===== config.mk =====
export PLATFORM = sky130hd
export DESIGN_NAME = hmit_ctrl
export DESIGN_NICKNAME = d
export VERILOG_FILES = /design/src/hw/rtl/hmit_pkg.sv /design/src/hw/rtl/hmit_ctrl.sv
export SDC_FILE = /design/constraint.sdc
export NUM_CORES = 1
export LEC_CHECK = 0
export BUFFER_PORTS_ARGS = -buffer_cell sky130_fd_sc_hd__buf_4
export CAP_MARGIN = 5
export CORE_MARGIN = 1
export CORE_UTILIZATION = 45
export DETAILED_ROUTE_END_ITERATION = 10
export PLACE_DENSITY = 0.81
export SKIP_LAST_GASP = 1
export SYNTH_ARGS = -nofsm -noshare
export SYNTH_HDL_FRONTEND = slang
export SYNTH_SLANG_ARGS = --single-unit
export TNS_END_PERCENT = 50

===== constraint.sdc =====
create_clock -name i_clk -period 1.6 [get_ports i_clk]
set_clock_uncertainty 0.2 [all_clocks]
set_input_delay 0.16 -clock i_clk [delete_from_list [all_inputs] [get_ports i_clk]]
set_output_delay 0.16 -clock i_clk [all_outputs]
set_load 0.03 [all_outputs]

===== src/hw/rtl/hmit_pkg.sv =====
// Shared constants, types and control structs for the hash match-or-insert table.
// No dependencies; every other file in hw/rtl refers to this package by scoped names.
package hmit_pkg;

    localparam int BUCKETS  = 1024;
    localparam int SLOTS    = 8;

    localparam int KEY_W    = 24;
    localparam int IDX_W    = 14;
    localparam int NB_W     = 11;
    localparam int STATUS_W = 2;

    localparam int BKT_W    = (BUCKETS > 1) ? $clog2(BUCKETS) : 1;
    localparam int SLOT_W   = (SLOTS > 1) ? $clog2(SLOTS) : 1;
    localparam int ROW_W    = SLOTS * KEY_W;
    localparam int IADDR_W  = BKT_W + SLOT_W;

    // hash = key*77 + 2222; the max key gives a value below 2**31
    localparam int HASH_MUL = 77;
    localparam int HASH_ADD = 2222;
    localparam int HASH_W   = KEY_W + 7;

    localparam logic [NB_W-1:0] NB_RESET = NB_W'(1024);

    typedef enum logic [STATUS_W-1:0] {
        ST_INSERTED = 2'd0,
        ST_MATCHED  = 2'd1,
        ST_FULL     = 2'd2
    } t_status;

    // controller -> datapath
    typedef struct packed {
        logic             accept;     // input beat taken, latch key and index
        logic             hash_load;  // load hash product, preset result to full
        logic             div_step;   // one remainder step
        logic             rd_row;     // read the bucket's key row
        logic             cmp;        // compare row, update key memory, read or write index memory
        logic             clr_wr;     // write a zero row during the clearing pass
        logic             load_out;   // move result into the output register
        logic [BKT_W-1:0] clr_addr;
    } t_cmd;

    // datapath -> controller
    typedef struct packed {
        logic key_zero;
        logic out_busy;
    } t_sts;

endpackage


===== src/hw/rtl/hmit_ctrl.sv =====
// Sequencer for the hash table: clearing pass, hash, remainder loop, row access, result.
// Depends on hmit_pkg (t_cmd, t_sts, sizes).
module hmit_ctrl (
    input  logic           i_clk,
    input  logic           i_rst_n,
    input  logic           i_in_valid,
    output logic           o_in_ready,
    input  hmit_pkg::t_sts i_sts,
    output hmit_pkg::t_cmd o_cmd
);

    localparam int CNT_W = (hmit_pkg::BKT_W > $clog2(hmit_pkg::HASH_W)) ?
                           hmit_pkg::BKT_W : $clog2(hmit_pkg::HASH_W);
    localparam logic [CNT_W-1:0] CLR_LAST = CNT_W'(hmit_pkg::BUCKETS - 1);
    localparam logic [CNT_W-1:0] DIV_LAST = CNT_W'(hmit_pkg::HASH_W - 1);

    typedef enum logic [2:0] {
        S_CLEAR,
        S_IDLE,
        S_HASH,
        S_DIV,
        S_READ,
        S_CMP,
        S_DONE
    } t_state;

    t_state           r_state, n_state;
    logic [CNT_W-1:0] r_cnt, n_cnt;

    always_comb begin
        n_state = r_state;
        n_cnt   = r_cnt;
        o_cmd   = '0;
        o_cmd.clr_addr = r_cnt[hmit_pkg::BKT_W-1:0];
        o_in_ready = 1'b0;
        case (r_state)
            S_CLEAR: begin
                o_cmd.clr_wr = 1'b1;
                if (r_cnt == CLR_LAST) begin
                    n_cnt   = '0;
                    n_state = S_IDLE;
                end else begin
                    n_cnt = r_cnt + 1'b1;
                end
            end
            S_IDLE: begin
                o_in_ready = 1'b1;
                if (i_in_valid) begin
                    o_cmd.accept = 1'b1;
                    n_state      = S_HASH;
                end
            end
            S_HASH: begin
                o_cmd.hash_load = 1'b1;
                n_cnt           = '0;
                n_state         = i_sts.key_zero ? S_DONE : S_DIV;
            end
            S_DIV: begin
                o_cmd.div_step = 1'b1;
                if (r_cnt == DIV_LAST) begin
                    n_cnt   = '0;
                    n_state = S_READ;
                end else begin
                    n_cnt = r_cnt + 1'b1;
                end
            end
            S_READ: begin
                o_cmd.rd_row = 1'b1;
                n_state      = S_CMP;
            end
            S_CMP: begin
                o_cmd.cmp = 1'b1;
                n_state   = S_DONE;
            end
            S_DONE: begin
                if (!i_sts.out_busy) begin
                    o_cmd.load_out = 1'b1;
                    n_state        = S_IDLE;
                end
            end
            default: begin
                n_state = S_IDLE;
            end
        endcase
    end

    always_ff @(posedge i_clk) begin
        if (!i_rst_n) begin
            r_state <= S_CLEAR;
            r_cnt   <= '0;
        end else begin
            r_state <= n_state;
            r_cnt   <= n_cnt;
        end
    end

`ifndef SYNTH
    // the clearing pass must finish before any beat is taken
    a_no_accept_in_clear: assert property (@(posedge i_clk) disable iff (!i_rst_n)
        (r_state == S_CLEAR) |-> !o_cmd.accept)
        else $error("input taken during clearing pass");

    // the row read follows a remainder step, with the step counter back at zero; the loop runs HASH_W steps
    a_div_len: assert property (@(posedge i_clk) disable iff (!i_rst_n)
        o_cmd.rd_row |-> $past(o_cmd.div_step) && (r_cnt == '0))
        else $error("row read without finished remainder loop");

    // a result is loaded only with the output side able to take it
    a_load_free: assert property (@(posedge i_clk) disable iff (!i_rst_n)
        o_cmd.load_out |-> !i_sts.out_busy)
        else $error("result loaded over a pending beat");
`endif

endmodule


Word level (Yosys, flattened, before mapping) --
Cells that the tools add are included.
Word-level totals: bits in registers 13, output and inout port bits 18, word-level logic and storage cells 37
Cells by class: $add $sub $neg 1, equal/unequal tests 12, multiplexer cells 19, reductions and logical operators 3
Operators by type and width (number):
- 10-bit one-hot mux with 3 select lines | 1
- 3-bit one-hot mux with 7 select lines | 1
- 10-bit two-way mux | 2
- 3-bit two-way mux | 5
- 10-bit by 1-bit adder with 10-bit output, second input constant | 1
- 10-bit equality test, second input constant | 1
- 10-bit by 5-bit equality test with 1-bit output, second input constant | 1
- 1-bit two-way mux | 10
- 3-bit equality test, second input constant | 3
- 2-bit inequality test, second input constant | 4
- 3-bit by 2-bit equality test with 1-bit output, second input constant | 2
- 4-bit AND reduction | 1
- 3-bit by 1-bit equality test with 1-bit output, second input constant | 1
- 3-bit zero test | 1
- 3-bit nonzero test | 1

Depth between registers and ports, before layout --
Gate-level depths: netlist (run 1).
depth in word-level cells 3, depth in mapped cells 6

Worst setup path after synthesis (run 1) --
No wires, ideal clock.
path type reg-to-output, from reg r_state[1], to out o_cmd[10] (netlist name), arrival 1756 ps, path slack -516 ps, stages on the path, launching flop included 4, cell sequence dfxtp_1 clkbuf_8 clkbuf_1 nor4b_1
RTL lines:
- start: declaration | line hmit_ctrl.sv:27 | t_state r_state, n_state;
- start signal: assignment | line hmit_ctrl.sv:92 | r_state <= n_state;
- end: declaration | line hmit_ctrl.sv:9 | output hmit_pkg::t_cmd o_cmd

Final worst setup path (run 1) --
from reg r_cnt[0], to reg r_cnt[9]
On the way: word-level cells in the longest chain between the ends 3, elaborated cells between the ends (all ways) 6, those cells by class 1 x add/sub; 2 x eq/ne; 3 x mux
RTL lines:
- start: declaration | line hmit_ctrl.sv:28 | logic [CNT_W-1:0] r_cnt, n_cnt;
- start signal: assignment | line hmit_ctrl.sv:93 | r_cnt <= n_cnt;
- 10-bit by 1-bit adder with 10-bit output (tied with other cells) | line hmit_ctrl.sv:43, hmit_ctrl.sv:64
- 10-bit two-way mux (on tied branches) | line hmit_ctrl.sv:60, hmit_ctrl.sv:39
- 10-bit one-hot mux with 3 select lines * | line hmit_ctrl.sv:36 | case (r_state)
Mark *: on every way between the ends. The rest lies on a longest branch, timed or not. A chain may end at the register's enable or synchronous reset.

==> results of run 1 <==
==> flip-flops by register name (all words and copies together), names as in the netlist <==
register	flops
r_state	3
r_cnt	10
==> report_power, final <==
part / internal (W) / total [W] / switching (W)
logic: 0.0000606 / 0.000119 / 0.0000586
registers: 0.000325 / 0.000337 / 0.0000123
clock network: 0.0000933 / 0.000225 / 0.000131
total: 0.000479 / 0.000681 / 0.000202
==> final cells by class <==
class                   count  area (um^2)
fillers                    96          285
well taps                  25         31.3
inverters                   6         27.5
multi-input cells          79          646
clock inverters             1         5.00
clock buffers               3         22.5
flip-flops and latches     13          290
repair buffers             60          475
==> repair_timing <==
item,4_1_cts,5_1_grt
hold buffers,2,0
endpoints found under the setup margin,19,21
pin swaps,3,3
hold endpoints to repair,2,0
setup buffers,3,1
gates resized for setup,9,5
==> critical path, cell delays in order (launching register included) <==
cell and delay [ps]:
sky130_fd_sc_hd__dfxtp_4 370, sky130_fd_sc_hd__inv_2 60, sky130_fd_sc_hd__ha_4 120, sky130_fd_sc_hd__nor4b_4 270, sky130_fd_sc_hd__a31oi_4 180, sky130_fd_sc_hd__o31ai_4 220
sky130_fd_sc_hd__buf_6 170, sky130_fd_sc_hd__a21oi_2 40
==> metrics by stage <==
stage	worst slack (ps)	cells	area (um^2)	utilization
floorplan	-111	105	965	-
global placement	-146	178	1380	0.772
detailed placement	-145	178	1380	0.772
CTS	-117	187	1470	0.825
global route	-274	187	1500	0.840
finish	-147	187	1500	0.840
==> Yosys cell counts (2+ instances only) <==
cell type	instances
sky130_fd_sc_hd__a211oi_1	4
sky130_fd_sc_hd__a21oi_1	5
sky130_fd_sc_hd__a31oi_1	2
sky130_fd_sc_hd__and3_1	2
sky130_fd_sc_hd__and4_1	2
sky130_fd_sc_hd__clkbuf_1	4
sky130_fd_sc_hd__dfxtp_1	13
sky130_fd_sc_hd__ha_1	2
sky130_fd_sc_hd__inv_1	5
sky130_fd_sc_hd__nand2_1	7
sky130_fd_sc_hd__nand3_1	4
sky130_fd_sc_hd__nor2_1	12
sky130_fd_sc_hd__nor3_1	7
sky130_fd_sc_hd__nor4_1	2
sky130_fd_sc_hd__nor4b_1	2
sky130_fd_sc_hd__o31ai_1	3
sky130_fd_sc_hd__xnor2_1	6
==> cells by family (layout without fill, tap and decap cells) <==
family,count (synthesis),after routing,share of synthesized area
and+or+nand+nor,45,45,0.300
AOI/OAI and AO/OA,25,25,0.223
xor gates and xnor gates,6,6,0.0597
adders and majority gates,2,2,0.0284
DFF,13,13,0.295
buffers and inverters,13,70,0.0824
muxes,1,1,0.0114
==> final timing paths <==
kind | startpoint | to | cells after the start
hold reg to reg | r_cnt[1]$_SDFFE_PN0P_ | r_cnt[1]$_SDFFE_PN0P_ | 2
hold / removal | i_sts[0] | r_state[1]$_SDFFE_PN0P_ | 3
setup / recovery | r_cnt[0]$_SDFFE_PN0P_ | r_cnt[9]$_SDFFE_PN0P_ | 7
setup reg to reg | r_cnt[0]$_SDFFE_PN0P_ | r_cnt[9]$_SDFFE_PN0P_ | 7
==> layer usage <==
layer,vias to the layer above,wire length [um],GRT usage
li1,508,-,-
met3,13,151,0.0431
met5,-,0,0
met4,0,93,0.188
met2,55,1660,0.555
met1,524,1200,0.305
==> placed cells by master, fill, tap and decap left out, types with 3 or more instances in the layout <==
master and count:
sky130_fd_sc_hd__nand3_1 3, sky130_fd_sc_hd__dfxtp_4 6, sky130_fd_sc_hd__xnor2_1 6, sky130_fd_sc_hd__a211oi_2 3, sky130_fd_sc_hd__o31ai_1 3, sky130_fd_sc_hd__buf_4 55, sky130_fd_sc_hd__nor2_1 12, sky130_fd_sc_hd__dfxtp_2 6
sky130_fd_sc_hd__nor3_1 6, sky130_fd_sc_hd__inv_1 3, sky130_fd_sc_hd__a21oi_1 5, sky130_fd_sc_hd__clkbuf_4 3, sky130_fd_sc_hd__nand2_1 7
==> impl_summary.md, run 1 <==
Clock network
In this run the number of H-tree levels came out at 1. Clock-pin slew was measured on the worst setup and hold paths at 90 ps. In this run, CTS created clock tree buffers numbering 3. The clock reaches the later pin of the worst-skew pair after 300 ps. The root buffer cell chosen for the clock tree is sky130_fd_sc_hd__clkbuf_4.

TritonCTS built the clock tree. No sink is reached through more buffers than the 2 on the longest clock path. The clock net in this run drives a total of 13 sinks.

Synthesis
Summed over all instances, the cell type with the most area after synthesis is sky130_fd_sc_hd__dfxtp_1. In this run, synthesis produced a sequential element count of 13. The fraction of synthesized cell area taken by the top area cell type is 0.295. The most common flop cell mapped by yosys is sky130_fd_sc_hd__dfxtp_1. In the synthesized netlist the async set-or-reset flop fraction comes to 0. The synthesized design contains 0 enable-type register cells.

The Yosys step of the flow raised 0 warnings. Of the synthesized area, sequential elements account for 0.295. By area the synthesized netlist is led by sky130_fd_sc_hd__dfxtp_1 30%, sky130_fd_sc_hd__xnor2_1 6.0%, sky130_fd_sc_hd__nor2_1 5.1%. The total nets after synthesis is 112. The post-synthesis instance total is 105. The total standard cell area after synthesis is 881 um^2. A synthesized cell averages 8.39 um^2. After synthesis, the netlist uses 40 different library cells.

Timing
Subtracting the final worst setup slack from the clock period gives 1750 ps. The post-route fraction of the period consumed by the critical path is 1.09. The worst hold slack after final layout is 16.0 ps.

The worst slew margin relative to its limit is 0.742. The setup-violating endpoint count in the final report is 21. The number of endpoints with negative hold slack in the final report is 0. The final-report max-slew violation count is 0.

The post-route setup TNS is -1980 ps. Across all setup checks in the final design, the least slack found is -147 ps. Setup repair after global routing could not meet its margin everywhere. For the pin with the worst max-slew slack, the measured transition is 385 ps. Based on the critical path, the design can be clocked at up to 0.572 GHz.

Power
Across the VDD grid, the largest voltage drop is 0.557 mV. In this run the static leakage power is 0.629 nW. The design draws 0.000681 W. The cell area power density is 455 nW/um^2.

Detailed routing
The via count of the routed design is 1,100. The remaining design rule violation count is 0. The residual antenna-violating net count after detailed routing is 0. The wire length per cell after detailed routing is 16.6 um. The vias per cell is 5.88. Wires add up to 3.10 mm.

The first detailed-routing pass took 4 iterations. The number of DRC violations after detailed-routing iteration 0 is 46.

Floorplan
The die is 46.2 um wide. After floorplanning, the core was divided into 15 placement rows. The effective utilization at floorplan is 0.494. The die span in y is 46.2 um. The floorplan step defined a core boundary enclosing 1780 um^2.

The number of top-level pins is 23. The die covers 2140 um^2.

Run
The max capacitance violation total is 0.

Min path
The path class of the tightest hold or removal check is input port to flop.

Status
The final reports fail on negative setup slack. The run finished, with violations left.

Placed design
The placed wire-length estimate is 2.12 mm. During placement, the flow inserted port buffers numbering 22. The congestion estimate from routability-driven global placement came to 0.894.

GRT
The number of antenna violations at the first check in global routing is 0. The number of global-route vias before repair is 1,025. After global routing the overflow that remains totals 0. The aggregate global-route resource usage is 0.298.

The first global-routing pass estimated 4.37 mm of wire. The pin count of the biggest net entering global routing is 15.

Finish
0 antenna diodes ended up in the layout. The number of nets at the end of the flow is 170. The signed area change from the synthesized netlist to the final layout is 70.0%. The share of post-route cells with drive strength above 1 is 0.586.

Worst setup path
The critical path is of the flop to flop type. The nature of the critical path startpoint is a flop. The data required time at the worst endpoint is 1580 ps. STA classifies the critical path endpoint as a flop. The largest fanout on the critical path is 8. The worst register-to-register path has a setup slack of -150 ps.

The data arrival at the endpoint of the critical path is 1730 ps.
Note: power is estimated with default switching activity, not from simulation.
==> inputs of run 2 (changes only) <==
Settings changed: ABC_AREA from default to 1.
==> impl_summary.md, run 2 <==
Synthesis
Yosys attributes the largest share of cell area to sky130_fd_sc_hd__dfxtp_1 29%, sky130_fd_sc_hd__nand2_1 12%, sky130_fd_sc_hd__nor2_1 8.8%. The most numerous cell in the Yosys netlist is sky130_fd_sc_hd__nand2_1. The number of synthesized flops with an enable pin is 0. The synthesized design contains 13 register bits. The post-synthesis instance total is 131. For this run, the register share of the synthesized area comes to 0.292. Synthesis instantiated 30 different standard cells from the library. The dominant cell type by area after synthesis is sky130_fd_sc_hd__dfxtp_1. The total nets after synthesis is 138. For this run, the leading register cell type out of synthesis is sky130_fd_sc_hd__dfxtp_1.

Ranked by instance count, the synthesized netlist is headed by 29 x sky130_fd_sc_hd__nand2_1, 21 x sky130_fd_sc_hd__nor2_1, 16 x sky130_fd_sc_hd__inv_1. The fraction of synthesized cell area taken by the top area cell type is 0.292. During synthesis, Yosys emitted a total of 0 warnings. After synthesis the cells add up to 891 um^2.

The mean post-synth cell area is 6.80 um^2. The proportion of synthesized flip-flops having asynchronous set or reset is 0.

Power
The power consumption is 0.00200 W. In this run the static leakage power is 0.542 nW. The cell area power density is 1650 nW/um^2. The worst voltage drop across the vdd grid is 1.14 mV.

GRT
The number of global-route vias before repair is 753. The first global-routing pass estimated 3.00 mm of wire. The pin count of the biggest net entering global routing is 9.

The remaining global-route overflow is 0. The number of antenna violations at the first check in global routing was 0. Across every metal layer, demand over resource in global routing totals 0.199.

Detailed routing
The routed design has 1.91 mm of wire. The first routing iteration left 25 violations. In the final routed layout, each cell accounts on average for 10.4 um.

The routed layout has 886 vias. In the routed design, unresolved DRC markers number 0. The detail route stage leaves a number of antenna-violating nets equal to 0. The detailed-router iteration count before antenna repair is 4. The vias per cell is 4.82.

Clock network
Counting along the longest clock path gives a buffer depth of 2. TritonCTS built the clock tree. Post-CTS timing repair inserted 0 buffers for setup. CTS built an H-tree with a depth of 1. Counting every sink on the clock net gives 13.

The CTS buffer count is 3. The tree is rooted in a sky130_fd_sc_hd__clkbuf_4. After clock tree synthesis, the clock-pin slew on the worst setup and hold paths is 70 ps. The insertion delay to the later sink of the worst-skew pair is 280 ps.

Timing
The number of endpoints with negative hold slack in the final report is 0. The setup-violating endpoint count in the final report is 0. The worst slew margin relative to its limit is 0.830.

The final critical-path required period is 1530 ps. Of the available clock period, the critical path in the final layout requires 0.957. The achievable clock frequency is 0.653 GHz.

Summed over all failing endpoints, the final setup total negative slack is 0 ps. The final-report max-slew violation count is 0. Setup repair after global routing could not meet its margin everywhere. At the pin with the least slew margin, the transition time is 253 ps.

Worst setup path
The data arrival at the endpoint of the critical path is 1170 ps. The setup path with the least slack is of type flop to output pin. On the worst path, the slowest cell contributes a delay of 380 ps. STA classifies the critical path endpoint as an output pin. The nature of the critical path startpoint is a flop. The largest fanout on the critical path is 7. The largest individual stage delay along the critical path comes from the cell sky130_fd_sc_hd__dfxtp_2. STA puts the critical path data required time at 1240 ps. Walking the worst path, the cells encountered are inv_2 -> nand3_2 -> nor2_1 -> buf_4.

Floorplan
The number of top-level pins is 23. The initial utilization of the core area, before any placement, comes to 0.500. The total die area is 2160 um^2. After floorplanning, the core was divided into 15 placement rows.

The die is 46.5 um wide. The core footprint is 1780 um^2. The die span in y is 46.5 um.

Finish
0 antenna diodes ended up in the layout. The library cell used most frequently in the layout, excluding fill and tap cells, is sky130_fd_sc_hd__nand2_1. In the final layout, the registers with the most flip-flops are r_cnt: 10 flops, r_state: 3 flops.

The number of nets at the end of the flow is 167. In the layout the commonest cells are 27 x sky130_fd_sc_hd__nand2_1, 24 x sky130_fd_sc_hd__buf_4, 16 x sky130_fd_sc_hd__nor2_1. The final design utilization is 0.679. The number of flip-flops in the largest register is 10. Ranked by flip-flop count, first place goes to r_cnt.

Relative to the synthesized area, the layout overhead comes to 36.0%. The share of post-route cells with drive strength above 1 is 0.459.

Placed design
The HPWL after detailed placement is 1.50 mm. Routability-driven placement finished with a final weighted congestion of 0.740. The count of buffers inserted at the top-level ports is 22.

Status
The run finished with clean final reports.

Min path
The worst hold path belongs to the class input port to flop.

Run
The tool flagged a number of max-cap violations equal to 0.
==> run 2: repair_timing <==
item,CTS,global route
hold buffers,1,0
hold endpoints to repair,7,0
pin swaps,0,5
resized for setup,1,20
setup endpoints to repair,4,16
==> run 2: metal layers <==
metal / global-route usage / part of all wire / up-vias
met2: 0.358 / 0.54 / 16
met4: 0.0529 / 0.0037 / 0
met5: 0 / 0 / -
met3: 0.0706 / 0.037 / 2
li1: - / - / 463
met1: 0.216 / 0.42 / 405
==> run 2: worst paths after layout <==
| check | slack (ps) | to | cells past startpoint | startpoint |
|---|---|---|---|---|
| hold / removal | 140 | r_state[0]$_SDFFE_PN0P_ | 5 | i_sts[1] |
| hold reg to reg | 340 | r_cnt[0]$_SDFFE_PN0P_ | 2 | r_cnt[0]$_SDFFE_PN0P_ |
| setup / recovery | 70 | o_cmd[16] | 4 | r_state[2]$_SDFFE_PN0P_ |
| setup reg to reg | 100 | r_state[2]$_SDFFE_PN0P_ | 8 | r_cnt[0]$_SDFFE_PN0P_ |
==> run 2: worst max-delay path: cells and delay by family (launching register included) <==
kind / cells / cell delay [ps]
flip-flops: 1 / 380
AND/OR/NAND/NOR: 2 / 210
buffers and inverters: 2 / 290
==> run 2: logic make-up after synthesis <==
kind of cell             after synthesis  synth area share
adder cells (fa/ha/maj)                2            0.0281
AND/OR/NAND/NOR                       83             0.490
buffers and inverters                 21            0.0969
XOR/XNOR                               3            0.0295
AO/OA/AOI/OAI                          9            0.0632
flip-flops                            13             0.292
==> run 2: stage by stage <==
stage | instances | setup slack [ps] | hold WS (ps) | instance area [um^2]
CTS | 184 | -48.3 | 144 | 1140
floorplan | 131 | 10.2 | 194 | 901
global placement | 179 | 48.6 | 266 | 1100
detailed placement | 179 | 20.7 | 262 | 1100
finish | 184 | 68.6 | 141 | 1210
global route | 184 | -25.0 | 130 | 1210
==> run 2: cell type report <==
type	instances	area, um^2
Multi-Input combinational cell	97	612
Fill cell	147	572
Sequential cell	13	277
Timing Repair Buffer	25	190
Inverter	20	75.1
Tap cell	25	31.3
Clock buffer	4	26.3
==> run 2: power by group <==
| part | switching [W] | internal, W | total (W) |
|---|---|---|---|
| Clock | 0.000102 | 0.0000968 | 0.000199 |
| Combinational | 0.000829 | 0.000430 | 0.00126 |
| Sequential | 0.000121 | 0.000417 | 0.000538 |
